File: src/sv/lru_pkg.sv
package lru_pkg;

  localparam int NUM_BLOCKS_DEFAULT = 16;

  localparam int CMD_W = 2;
  localparam int IDX_W = 4;

  typedef enum logic [CMD_W-1:0] {
    CMD_ACCESS     = 2'd0,
    CMD_REPLACE    = 2'd1,
    CMD_INVALIDATE = 2'd2
  } cmd_t;

  typedef struct packed {
    logic [CMD_W-1:0] command;
    logic [IDX_W-1:0] block_index;
  } req_t;

  typedef struct packed {
    logic             victim_valid;
    logic [IDX_W-1:0] victim_index;
    logic             victim_was_free;
  } result_t;

endpackage

File: src/sv/lru_replacement_policy_top.sv
// Least-recently-used replacement policy over NUM_BLOCKS cache blocks. Each request is an
// access (moves the block to the most-recent end), a replace (returns the lowest-numbered
// free block, or evicts the least-recent one) or an invalidate-all, and every request
// returns exactly one result; only replace results carry a victim. The block takes one
// request per clock while out_ready lets results drain: each request is first held in
// an input register, then one pass through the recency list compare-and-shift logic
// updates the state and loads the result register. A result that waits on
// out_ready stalls intake only once the input register is also occupied.
module lru_replacement_policy_top #(
  parameter int NUM_BLOCKS = lru_pkg::NUM_BLOCKS_DEFAULT
) (
  input  logic                      clk,
  input  logic                      rst,
  input  logic                      in_valid,
  output logic                      in_ready,
  input  logic [lru_pkg::CMD_W-1:0] command,
  input  logic [lru_pkg::IDX_W-1:0] block_index,
  output logic                      out_valid,
  input  logic                      out_ready,
  output logic                      victim_valid,
  output logic [lru_pkg::IDX_W-1:0] victim_index,
  output logic                      victim_was_free
);

  lru_pkg::req_t    in_req;
  lru_pkg::req_t    req;
  lru_pkg::result_t result;
  lru_pkg::result_t result_q;
  logic             req_valid;
  logic             can_load;
  logic             advance;

  assign in_req.command     = command;
  assign in_req.block_index = block_index;
  assign advance            = req_valid && can_load;

  lru_in_reg u_in_reg (
    .clk       (clk),
    .rst       (rst),
    .in_valid  (in_valid),
    .in_ready  (in_ready),
    .in_req    (in_req),
    .req_valid (req_valid),
    .req       (req),
    .advance   (advance)
  );

  lru_core #(
    .NUM_BLOCKS (NUM_BLOCKS)
  ) u_core (
    .clk     (clk),
    .rst     (rst),
    .advance (advance),
    .req     (req),
    .result  (result)
  );

  lru_out_reg u_out_reg (
    .clk        (clk),
    .rst        (rst),
    .load       (advance),
    .can_load   (can_load),
    .result_in  (result),
    .out_valid  (out_valid),
    .out_ready  (out_ready),
    .result_out (result_q)
  );

  assign victim_valid    = result_q.victim_valid;
  assign victim_index    = result_q.victim_index;
  assign victim_was_free = result_q.victim_was_free;

endmodule

File: src/sv/lru_in_reg.sv
module lru_in_reg (
  input  logic          clk,
  input  logic          rst,
  input  logic          in_valid,
  output logic          in_ready,
  input  lru_pkg::req_t in_req,
  output logic          req_valid,
  output lru_pkg::req_t req,
  input  logic          advance
);

  logic full;

  // A new request may enter when the register is empty or the held one leaves in the same cycle.
  assign in_ready  = !full || advance;
  assign req_valid = full;

  always_ff @(posedge clk) begin
    if (rst) begin
      full <= 1'b0;
    end else if (in_valid && in_ready) begin
      full <= 1'b1;
    end else if (advance) begin
      full <= 1'b0;
    end
  end

  always_ff @(posedge clk) begin
    if (in_valid && in_ready) begin
      req <= in_req;
    end
  end

endmodule

File: src/sv/lru_core.sv
module lru_core #(
  parameter int NUM_BLOCKS = lru_pkg::NUM_BLOCKS_DEFAULT
) (
  input  logic             clk,
  input  logic             rst,
  input  logic             advance,
  input  lru_pkg::req_t    req,
  output lru_pkg::result_t result
);

  localparam int IW = (NUM_BLOCKS > 1) ? $clog2(NUM_BLOCKS) : 1;
  localparam int LW = $clog2(NUM_BLOCKS + 1);
  localparam int CW = 7;

  logic [NUM_BLOCKS-1:0] valid_map;
  logic [NUM_BLOCKS-1:0] valid_map_next;
  logic [IW-1:0]         recency_order [NUM_BLOCKS];
  logic [IW-1:0]         recency_order_next [NUM_BLOCKS];
  logic [IW-1:0]         shifted [NUM_BLOCKS];
  logic [LW-1:0]         order_length;
  logic [LW-1:0]         order_length_next;
  logic [LW-1:0]         last_pos;

  logic [CW-1:0]         idx_wide;
  logic                  idx_in_range;
  logic [NUM_BLOCKS-1:0] hit_vec;
  logic [NUM_BLOCKS-1:0] from_pos;
  logic                  any_hit;
  logic                  any_free;
  logic [IW-1:0]         free_idx;
  logic                  do_move;
  logic                  do_append;
  logic                  do_clear;
  logic                  is_evict;
  logic [IW-1:0]         moved_blk;

  assign idx_wide     = CW'(req.block_index);
  assign idx_in_range = idx_wide < CW'(NUM_BLOCKS);
  assign last_pos     = order_length - LW'(1);
  assign any_free     = ~&valid_map;
  assign any_hit      = |hit_vec;

  // Each block sits in the list at most once, so at most one entry hits.
  always_comb begin
    for (int i = 0; i < NUM_BLOCKS; i++) begin
      hit_vec[i] = (LW'(i) < order_length) && (CW'(recency_order[i]) == idx_wide)
                   && idx_in_range;
    end
  end

  always_comb begin
    free_idx = '0;
    for (int i = NUM_BLOCKS - 1; i >= 0; i--) begin
      if (!valid_map[i]) begin
        free_idx = IW'(i);
      end
    end
  end

  always_comb begin
    for (int i = 0; i < NUM_BLOCKS - 1; i++) begin
      shifted[i] = recency_order[i + 1];
    end
    shifted[NUM_BLOCKS-1] = recency_order[NUM_BLOCKS-1];
  end

  always_comb begin
    do_move   = 1'b0;
    do_append = 1'b0;
    do_clear  = 1'b0;
    is_evict  = 1'b0;
    moved_blk = IW'(req.block_index);
    result    = '0;
    case (req.command)
      lru_pkg::CMD_ACCESS: begin
        do_move = any_hit;
      end
      lru_pkg::CMD_REPLACE: begin
        if (any_free) begin
          do_append              = order_length < LW'(NUM_BLOCKS);
          result.victim_valid    = 1'b1;
          result.victim_index    = lru_pkg::IDX_W'(free_idx);
          result.victim_was_free = 1'b1;
        end else if (order_length != '0) begin
          do_move                = 1'b1;
          is_evict               = 1'b1;
          moved_blk              = recency_order[0];
          result.victim_valid    = 1'b1;
          result.victim_index    = lru_pkg::IDX_W'(recency_order[0]);
          result.victim_was_free = 1'b0;
        end
      end
      lru_pkg::CMD_INVALIDATE: begin
        do_clear = 1'b1;
      end
      default: begin
      end
    endcase
  end

  // Eviction moves the head, so every entry from position zero takes part.
  always_comb begin
    from_pos[0] = hit_vec[0] || is_evict;
    for (int i = 1; i < NUM_BLOCKS; i++) begin
      from_pos[i] = from_pos[i-1] || hit_vec[i];
    end
  end

  always_comb begin
    valid_map_next    = valid_map;
    order_length_next = order_length;
    for (int i = 0; i < NUM_BLOCKS; i++) begin
      recency_order_next[i] = recency_order[i];
      if (do_move && from_pos[i]) begin
        if (LW'(i) == last_pos) begin
          recency_order_next[i] = moved_blk;
        end else if (LW'(i) < last_pos) begin
          recency_order_next[i] = shifted[i];
        end
      end
      if (do_append && (LW'(i) == order_length)) begin
        recency_order_next[i] = free_idx;
      end
    end
    if (do_append || (req.command == lru_pkg::CMD_REPLACE && any_free)) begin
      valid_map_next[free_idx] = 1'b1;
    end
    if (do_append) begin
      order_length_next = order_length + LW'(1);
    end
    if (do_clear) begin
      valid_map_next    = '0;
      order_length_next = '0;
    end
  end

  always_ff @(posedge clk) begin
    if (rst) begin
      valid_map    <= '0;
      order_length <= '0;
    end else if (advance) begin
      valid_map    <= valid_map_next;
      order_length <= order_length_next;
    end
  end

  always_ff @(posedge clk) begin
    if (advance) begin
      for (int i = 0; i < NUM_BLOCKS; i++) begin
        recency_order[i] <= recency_order_next[i];
      end
    end
  end

`ifndef SYNTH
  a_len_bound: assert property (@(posedge clk) disable iff (rst)
    order_length <= LW'(NUM_BLOCKS))
    else $error("recency list longer than the block count");

  a_list_matches_valid: assert property (@(posedge clk) disable iff (rst)
    $countones(valid_map) == int'(order_length))
    else $error("recency list length differs from number of valid blocks");

  a_clear: assert property (@(posedge clk) disable iff (rst)
    advance && do_clear |=> order_length == '0 && valid_map == '0)
    else $error("invalidate left state behind");

  a_free_grows: assert property (@(posedge clk) disable iff (rst)
    advance && result.victim_valid && result.victim_was_free
    |=> order_length == $past(order_length) + LW'(1))
    else $error("free replacement did not extend the list");

  a_evict_keeps: assert property (@(posedge clk) disable iff (rst)
    advance && is_evict |=> order_length == $past(order_length))
    else $error("eviction changed the list length");
`endif

endmodule

File: src/sv/lru_out_reg.sv
module lru_out_reg (
  input  logic             clk,
  input  logic             rst,
  input  logic             load,
  output logic             can_load,
  input  lru_pkg::result_t result_in,
  output logic             out_valid,
  input  logic             out_ready,
  output lru_pkg::result_t result_out
);

  assign can_load = !out_valid || out_ready;

  always_ff @(posedge clk) begin
    if (rst) begin
      out_valid <= 1'b0;
    end else if (load) begin
      out_valid <= 1'b1;
    end else if (out_ready) begin
      out_valid <= 1'b0;
    end
  end

  always_ff @(posedge clk) begin
    if (load) begin
      result_out <= result_in;
    end
  end

endmodule
File: config.mk
export PLATFORM = sky130hd
export DESIGN_NAME = lru_replacement_policy_top
export DESIGN_NICKNAME = d
export VERILOG_FILES = /design/src/sv/lru_pkg.sv /design/src/sv/lru_replacement_policy_top.sv /design/src/sv/lru_in_reg.sv /design/src/sv/lru_core.sv /design/src/sv/lru_out_reg.sv
export SDC_FILE = /design/constraint.sdc
export NUM_CORES = 1
export LEC_CHECK = 0
export BUFFER_PORTS_ARGS = -buffer_cell sky130_fd_sc_hd__buf_2
export CAP_MARGIN = 10
export CORE_ASPECT_RATIO = 0.8
export CORE_MARGIN = 5
export CORE_UTILIZATION = 30
export DETAILED_ROUTE_END_ITERATION = 10
export PLACE_DENSITY = 0.55
export SLEW_MARGIN = 20
export SYNTH_ARGS = -nofsm -noshare
export SYNTH_HDL_FRONTEND = slang
export SYNTH_HIERARCHICAL = 1
export SYNTH_SLANG_ARGS = --single-unit
File: constraint.sdc
create_clock -name clk -period 4.6 [get_ports clk]
set_clock_uncertainty 0.15 [all_clocks]
set_input_delay 0.92 -clock clk [delete_from_list [all_inputs] [get_ports clk]]
set_output_delay 0.92 -clock clk [all_outputs]
set_load 0.01 [all_outputs]
== After elaboration in Yosys (flattened, before gate mapping) ==
Memories as Yosys holds them, arrays and structs flattened.
Index checks and enable logic that the tools add are counted.
Operators by class
  add/sub/neg operators: 2
  magnitude comparators: 35
  eq/ne operators: 48
  multiplexer cells: 103
  bitwise logic cells: 1
  reduce and logical (&&, ||, !) cells: 102
Operator list (number)
  two-way mux 4 bit: 82
  equality test 4 x 5 -> 1 bit (first input constant): 16
  less-than comparator 4 x 5 -> 1 bit (first input constant): 15
  logical AND 1 bit: 68
  equality test 4 bit: 16
  equality test 3 x 5 -> 1 bit (first input constant): 8
  less-than comparator 3 x 5 -> 1 bit (first input constant): 8
  two-way mux 16 bit: 2
  equality test 2 x 5 -> 1 bit (first input constant): 4
  less-than comparator 1 x 5 -> 1 bit (first input constant): 4
  less-than comparator 2 x 5 -> 1 bit (first input constant): 4
  logical OR 1 bit: 19
  bitwise OR 16 bit: 1
  AND reduction 16 bit: 1
  OR reduction 16 bit: 1
  two-way mux 1 bit: 13
  two-way mux 6 bit: 2
  equality test 1 x 5 -> 1 bit (first input constant): 2
  logical NOT 5 bit: 2
  less-than comparator 4 x 5 -> 1 bit (second input constant): 2
  two-way mux 5 bit: 2
  nonzero test 2 bit: 4
  adder 5 x 1 -> 5 bit (second input constant): 1
  less-than comparator 5 bit (second input constant): 1
  10 further kinds: 13
Storage, ports and cells
  flip-flop bits (word level): 35
  bits in writable memories: 64
  bits of input ports: 10
  output and inout bits: 8
  word-level logic and storage cells: 301
  memories kept: 1
Memory list
  u_core.recency_order: words 16, bits a word 4, read ports 16, clocked after Yosys merged registers in 0, wr ports 16, RTL line lru_core.sv:17  | logic [IW-1:0] recency_order [NUM_BLOCKS];

== Longest topological paths before layout ==
  word-level depth: 23
  gate-level depth with buffers: 12
  mapped depth without buffers: 9

== Cells and area by module ==
Netlist, hierarchy kept.
By module, submodules not included
  lru_core: times used 1, cells each 661, area each 6115.9 sq um, sequential area each 2342.2 sq um
  lru_in_reg: times used 1, cells each 11, area each 235.2 sq um, sequential area each 200.2 sq um
  lru_out_reg: times used 1, cells each 10, area each 226.5 sq um, sequential area each 200.2 sq um
  lru_replacement_policy_top: times used 1, cells each 1, area each 6.3 sq um, sequential area each 0.0 sq um

== Worst setup path after synthesis ==
No wires, ideal clock.
  path kind: register to register
  from: reg u_core/order_length[1] (netlist name)
  to: mem u_core/recency_order[0][28] in the netlist's numbering (enable)
  setup time: 335 ps
  data arrival time: 2524 ps
  data required time: 4115 ps
  setup slack: 1591 ps
  cell stages (with the launch flop): 11
  buffers on the path: 2
  period minus slack after synthesis: 3009 ps
  cells stage by stage: dfxtp_1 -> clkbuf_1 -> inv_1 -> ha_1 -> clkbuf_2 -> nor3b_2 -> xnor2_1 -> nor3_1 -> nand2_1 -> a221o_1 -> o21ai_1
RTL lines (RTL line)
  end: declaration: lru_core.sv:17

==> impl_metrics.env <==
export IMPL_status="finished, final reports clean"
export IMPL_drcViolationCount=0
export IMPL_cts_repair_resized=0
export IMPL_cp_max_fo=14
export IMPL_grt_overflow_total=0
export IMPL_required_ns=4.44
export IMPL_drive_gt1_share_pct=12.8
export IMPL_fin_util_pct=33.5
export IMPL_grt_pass1_vias=5031
export IMPL_final_nets=709
export IMPL_hp_class="reg -> reg"
export IMPL_syn_num_nets=699
export IMPL_synth_ff_type="edfxtp_1"
export IMPL_ys_seq_area_share_pct=41.7
export IMPL_synth_top_cells_by_area="edfxtp_1 35%, mux2i_1 7.1%, dfxtp_1 7.0%"
export IMPL_period_needed_ns=3.52
export IMPL_synth_largest_area_cell="edfxtp_1"
export IMPL_io_buffers=17
export IMPL_dp_cells=957
export IMPL_die_h_um=143
export IMPL_fp_dieW_um=176
export IMPL_top_level_ports=18
export IMPL_fin_tns_setup_ns=0
export IMPL_rows=48
export IMPL_cts_clk_slew_worst_paths_ns=0.07
export IMPL_finalSetupViolations=0
export IMPL_path_class="reg -> reg"
export IMPL_finalNonFillerCells=973
export IMPL_yosysMostFrequentCell="nand2_1"
export IMPL_fillers=2213
export IMPL_crit_chain="inv_1, ha_1, a21oi_2, nand2_4, o21a_1, nand2b_4, o32ai_1"
export IMPL_crit_path_start_kind="flip-flop"
export IMPL_cts_tree="yes"
export IMPL_finalWeightedCongestion=0.990
export IMPL_worst_slew_pin_slew_ns=1.04
export IMPL_first_pass_iters=4
export IMPL_cts_setup_buffers=0
export IMPL_syn_cell_area_sq_mm=0.00658
export IMPL_p_per_area_mw_per_mm2=253
export IMPL_synth_edf_count=76
export IMPL_htree_levels=3
export IMPL_wire_per_inst_um=20.2
export IMPL_fmax_mhz=284
export IMPL_antenna_left=0
export IMPL_synthCells=683
export IMPL_max_slew_margin_pct=30.6
export IMPL_grt_max_degree=25
export IMPL_critPathSlowestCell="o32ai_1"
export IMPL_grt_pass1_wl_mm=30.6
export IMPL_setup_worst_path_start="u_core/order_length[1]"
export IMPL_crit_arrival_ns=3.36
export IMPL_coreArea_sq_mm=0.0216
export IMPL_avgSynthCellArea_sq_um=9.64
export IMPL_synth_cell_types=74
export IMPL_holdWs_ns=0.344
export IMPL_synth_seq_cells=99
export IMPL_grt_use_total_pct=15.8
export IMPL_synthArstFlopShare_pct=0
export IMPL_initial_core_util_pct=30.5
export IMPL_drv_slew=0
export IMPL_cts_buffer_depth=2
export IMPL_totalWireLength_mm=19.6
export IMPL_cts_buffers=9
export IMPL_irDropWorstVdd_mv=0.158
export IMPL_worstHoldStart="u_out_reg/out_valid"
export IMPL_cts_root_buf="clkbuf_16"
export IMPL_worstSkewPairLatency_ns=0.35
export IMPL_vias=5292
export IMPL_cts_sinks=99
export IMPL_rsz0062_at_grt="no"
export IMPL_fin_ws_ns=1.08
export IMPL_hpwl_mm=14.7
export IMPL_ys_warn_count=6
export IMPL_antenna_cells=0
export IMPL_p_leak_nw=2.51
export IMPL_drtIter0Drc=484
export IMPL_r2r_start="u_core/order_length[1]"
export IMPL_dieArea_sq_mm=0.0250
export IMPL_synthTopCellsByCount="81 x nand2_1, 76 x edfxtp_1, 63 x o21ai_0, 56 x nor2_1, 47 x mux2i_1"
export IMPL_cts_hold_buf=0
export IMPL_max_cap_viol_count=0
export IMPL_antenna_found_initial=0
export IMPL_end_kind="flip-flop"
export IMPL_place_ws_ns=1.11
export IMPL_vias_per_cell=5.44
export IMPL_synth_top_cell_area_share_pct=34.7
export IMPL_area_growth_pct=9.84
export IMPL_final_hold_viol_count=0
export IMPL_fin_crit_sh_pct=76.5
export IMPL_crit_path_max_incr_delay_ns=0.67
==> metrics by stage <==
step | total power [mW] | cell area [sq um]
after floorplan | 1.10 | 6580
after global placement | 1.16 | 6970
after detailed placement | 1.16 | 6970
after CTS | 1.85 | 7230
after global routing | 1.90 | 7230
final | 1.83 | 7230
==> layout make-up <==
class / count / area (sq um) / area share, %
repair buffers: 28 / 168 / 2.32
flip-flops and latches: 99 / 2740 / 37.9
inverters: 13 / 48.8 / 0.675
clock inverters: 5 / 28.8 / 0.398
multi-input cells: 542 / 3670 / 50.7
clock buffers: 11 / 233 / 3.22
well taps: 275 / 344 / 4.76
==> critical path, delay by kind of cell, from the launching register on <==
family | cells | cell delay [ns]
AO/OA/AOI/OAI | 3 | 1.27
adder cells (fa/ha/maj) | 1 | 0.42
buffers and inverters | 1 | 0.29
flip-flops | 1 | 0.65
AND/OR/NAND/NOR | 2 | 0.36
==> layer usage <==
layer | track usage, % | up-vias | part of all wire (%)
met4 | 4.27 | 0 | 1.5
met3 | 2.97 | 21 | 6.2
met2 | 23.4 | 171 | 42
met5 | 0 | - | 0
met1 | 23.5 | 2559 | 50
li1 | - | 2541 | -
==> flip-flops by register name (all words and copies together) (netlist names) <==
signal / flops
u_in_reg/req: 6
u_core/order_length: 5
u_out_reg/out_valid: 1
u_out_reg/result_out: 6
u_core/recency_order: 64
u_in_reg/req_valid: 1
u_core/valid_map: 16
==> power breakdown <==
group,switching (mW),internal [mW]
Clock,0.324,0.364
Sequential,0.0191,0.964
Combinational,0.104,0.0567
Total,0.447,1.39
==> cells by family (layout without fill, tap and decap cells) <==
| logic type | Yosys count | count (layout) | synth area share (%) |
|---|---|---|---|
| buffers and inverters | 42 | 57 | 2.85 |
| AOI/OAI and AO/OA | 179 | 179 | 17.6 |
| and+or+nand+nor | 231 | 231 | 18.8 |
| muxes | 55 | 55 | 8.51 |
| DFF | 99 | 99 | 41.7 |
| xor gates and xnor gates | 71 | 71 | 9.45 |
| adders and majority gates | 6 | 6 | 1.14 |
==> final timing paths <==
check | to | slack, ns | cells past startpoint
worst min-delay path | u_out_reg/out_valid | 0.34 | 2
worst max register to register | u_core/recency_order[0][15] | 1.08 | 7
worst min register to register | u_out_reg/out_valid | 0.34 | 2
worst max-delay path | u_core/recency_order[0][15] | 1.08 | 7
==> cells in the final DEF (no fill, tap or decap), types with 4 or more instances in the layout <==
cell and instances:
mux2i_1 47, nor3_1 8, nor3_2 6, o21ai_0 63
mux2_2 8, nand4_1 11, a21oi_1 34, dfxtp_1 23
xor2_1 38, a21o_1 4, nand3_1 12, ha_1 6
o21a_1 6, and3_1 6, a31oi_1 8, edfxtp_1 76
nor2_1 56, inv_1 11, o32ai_1 4, xnor2_1 33
nand2_1 81, buf_2 17, a32o_1 5, buf_4 11
and4_1 5, o22ai_1 4, o211ai_1 18, a21oi_2 5
clkbuf_16 9, nor4_1 6, and2_1 4
Note: power is estimated with default switching activity, not from simulation.
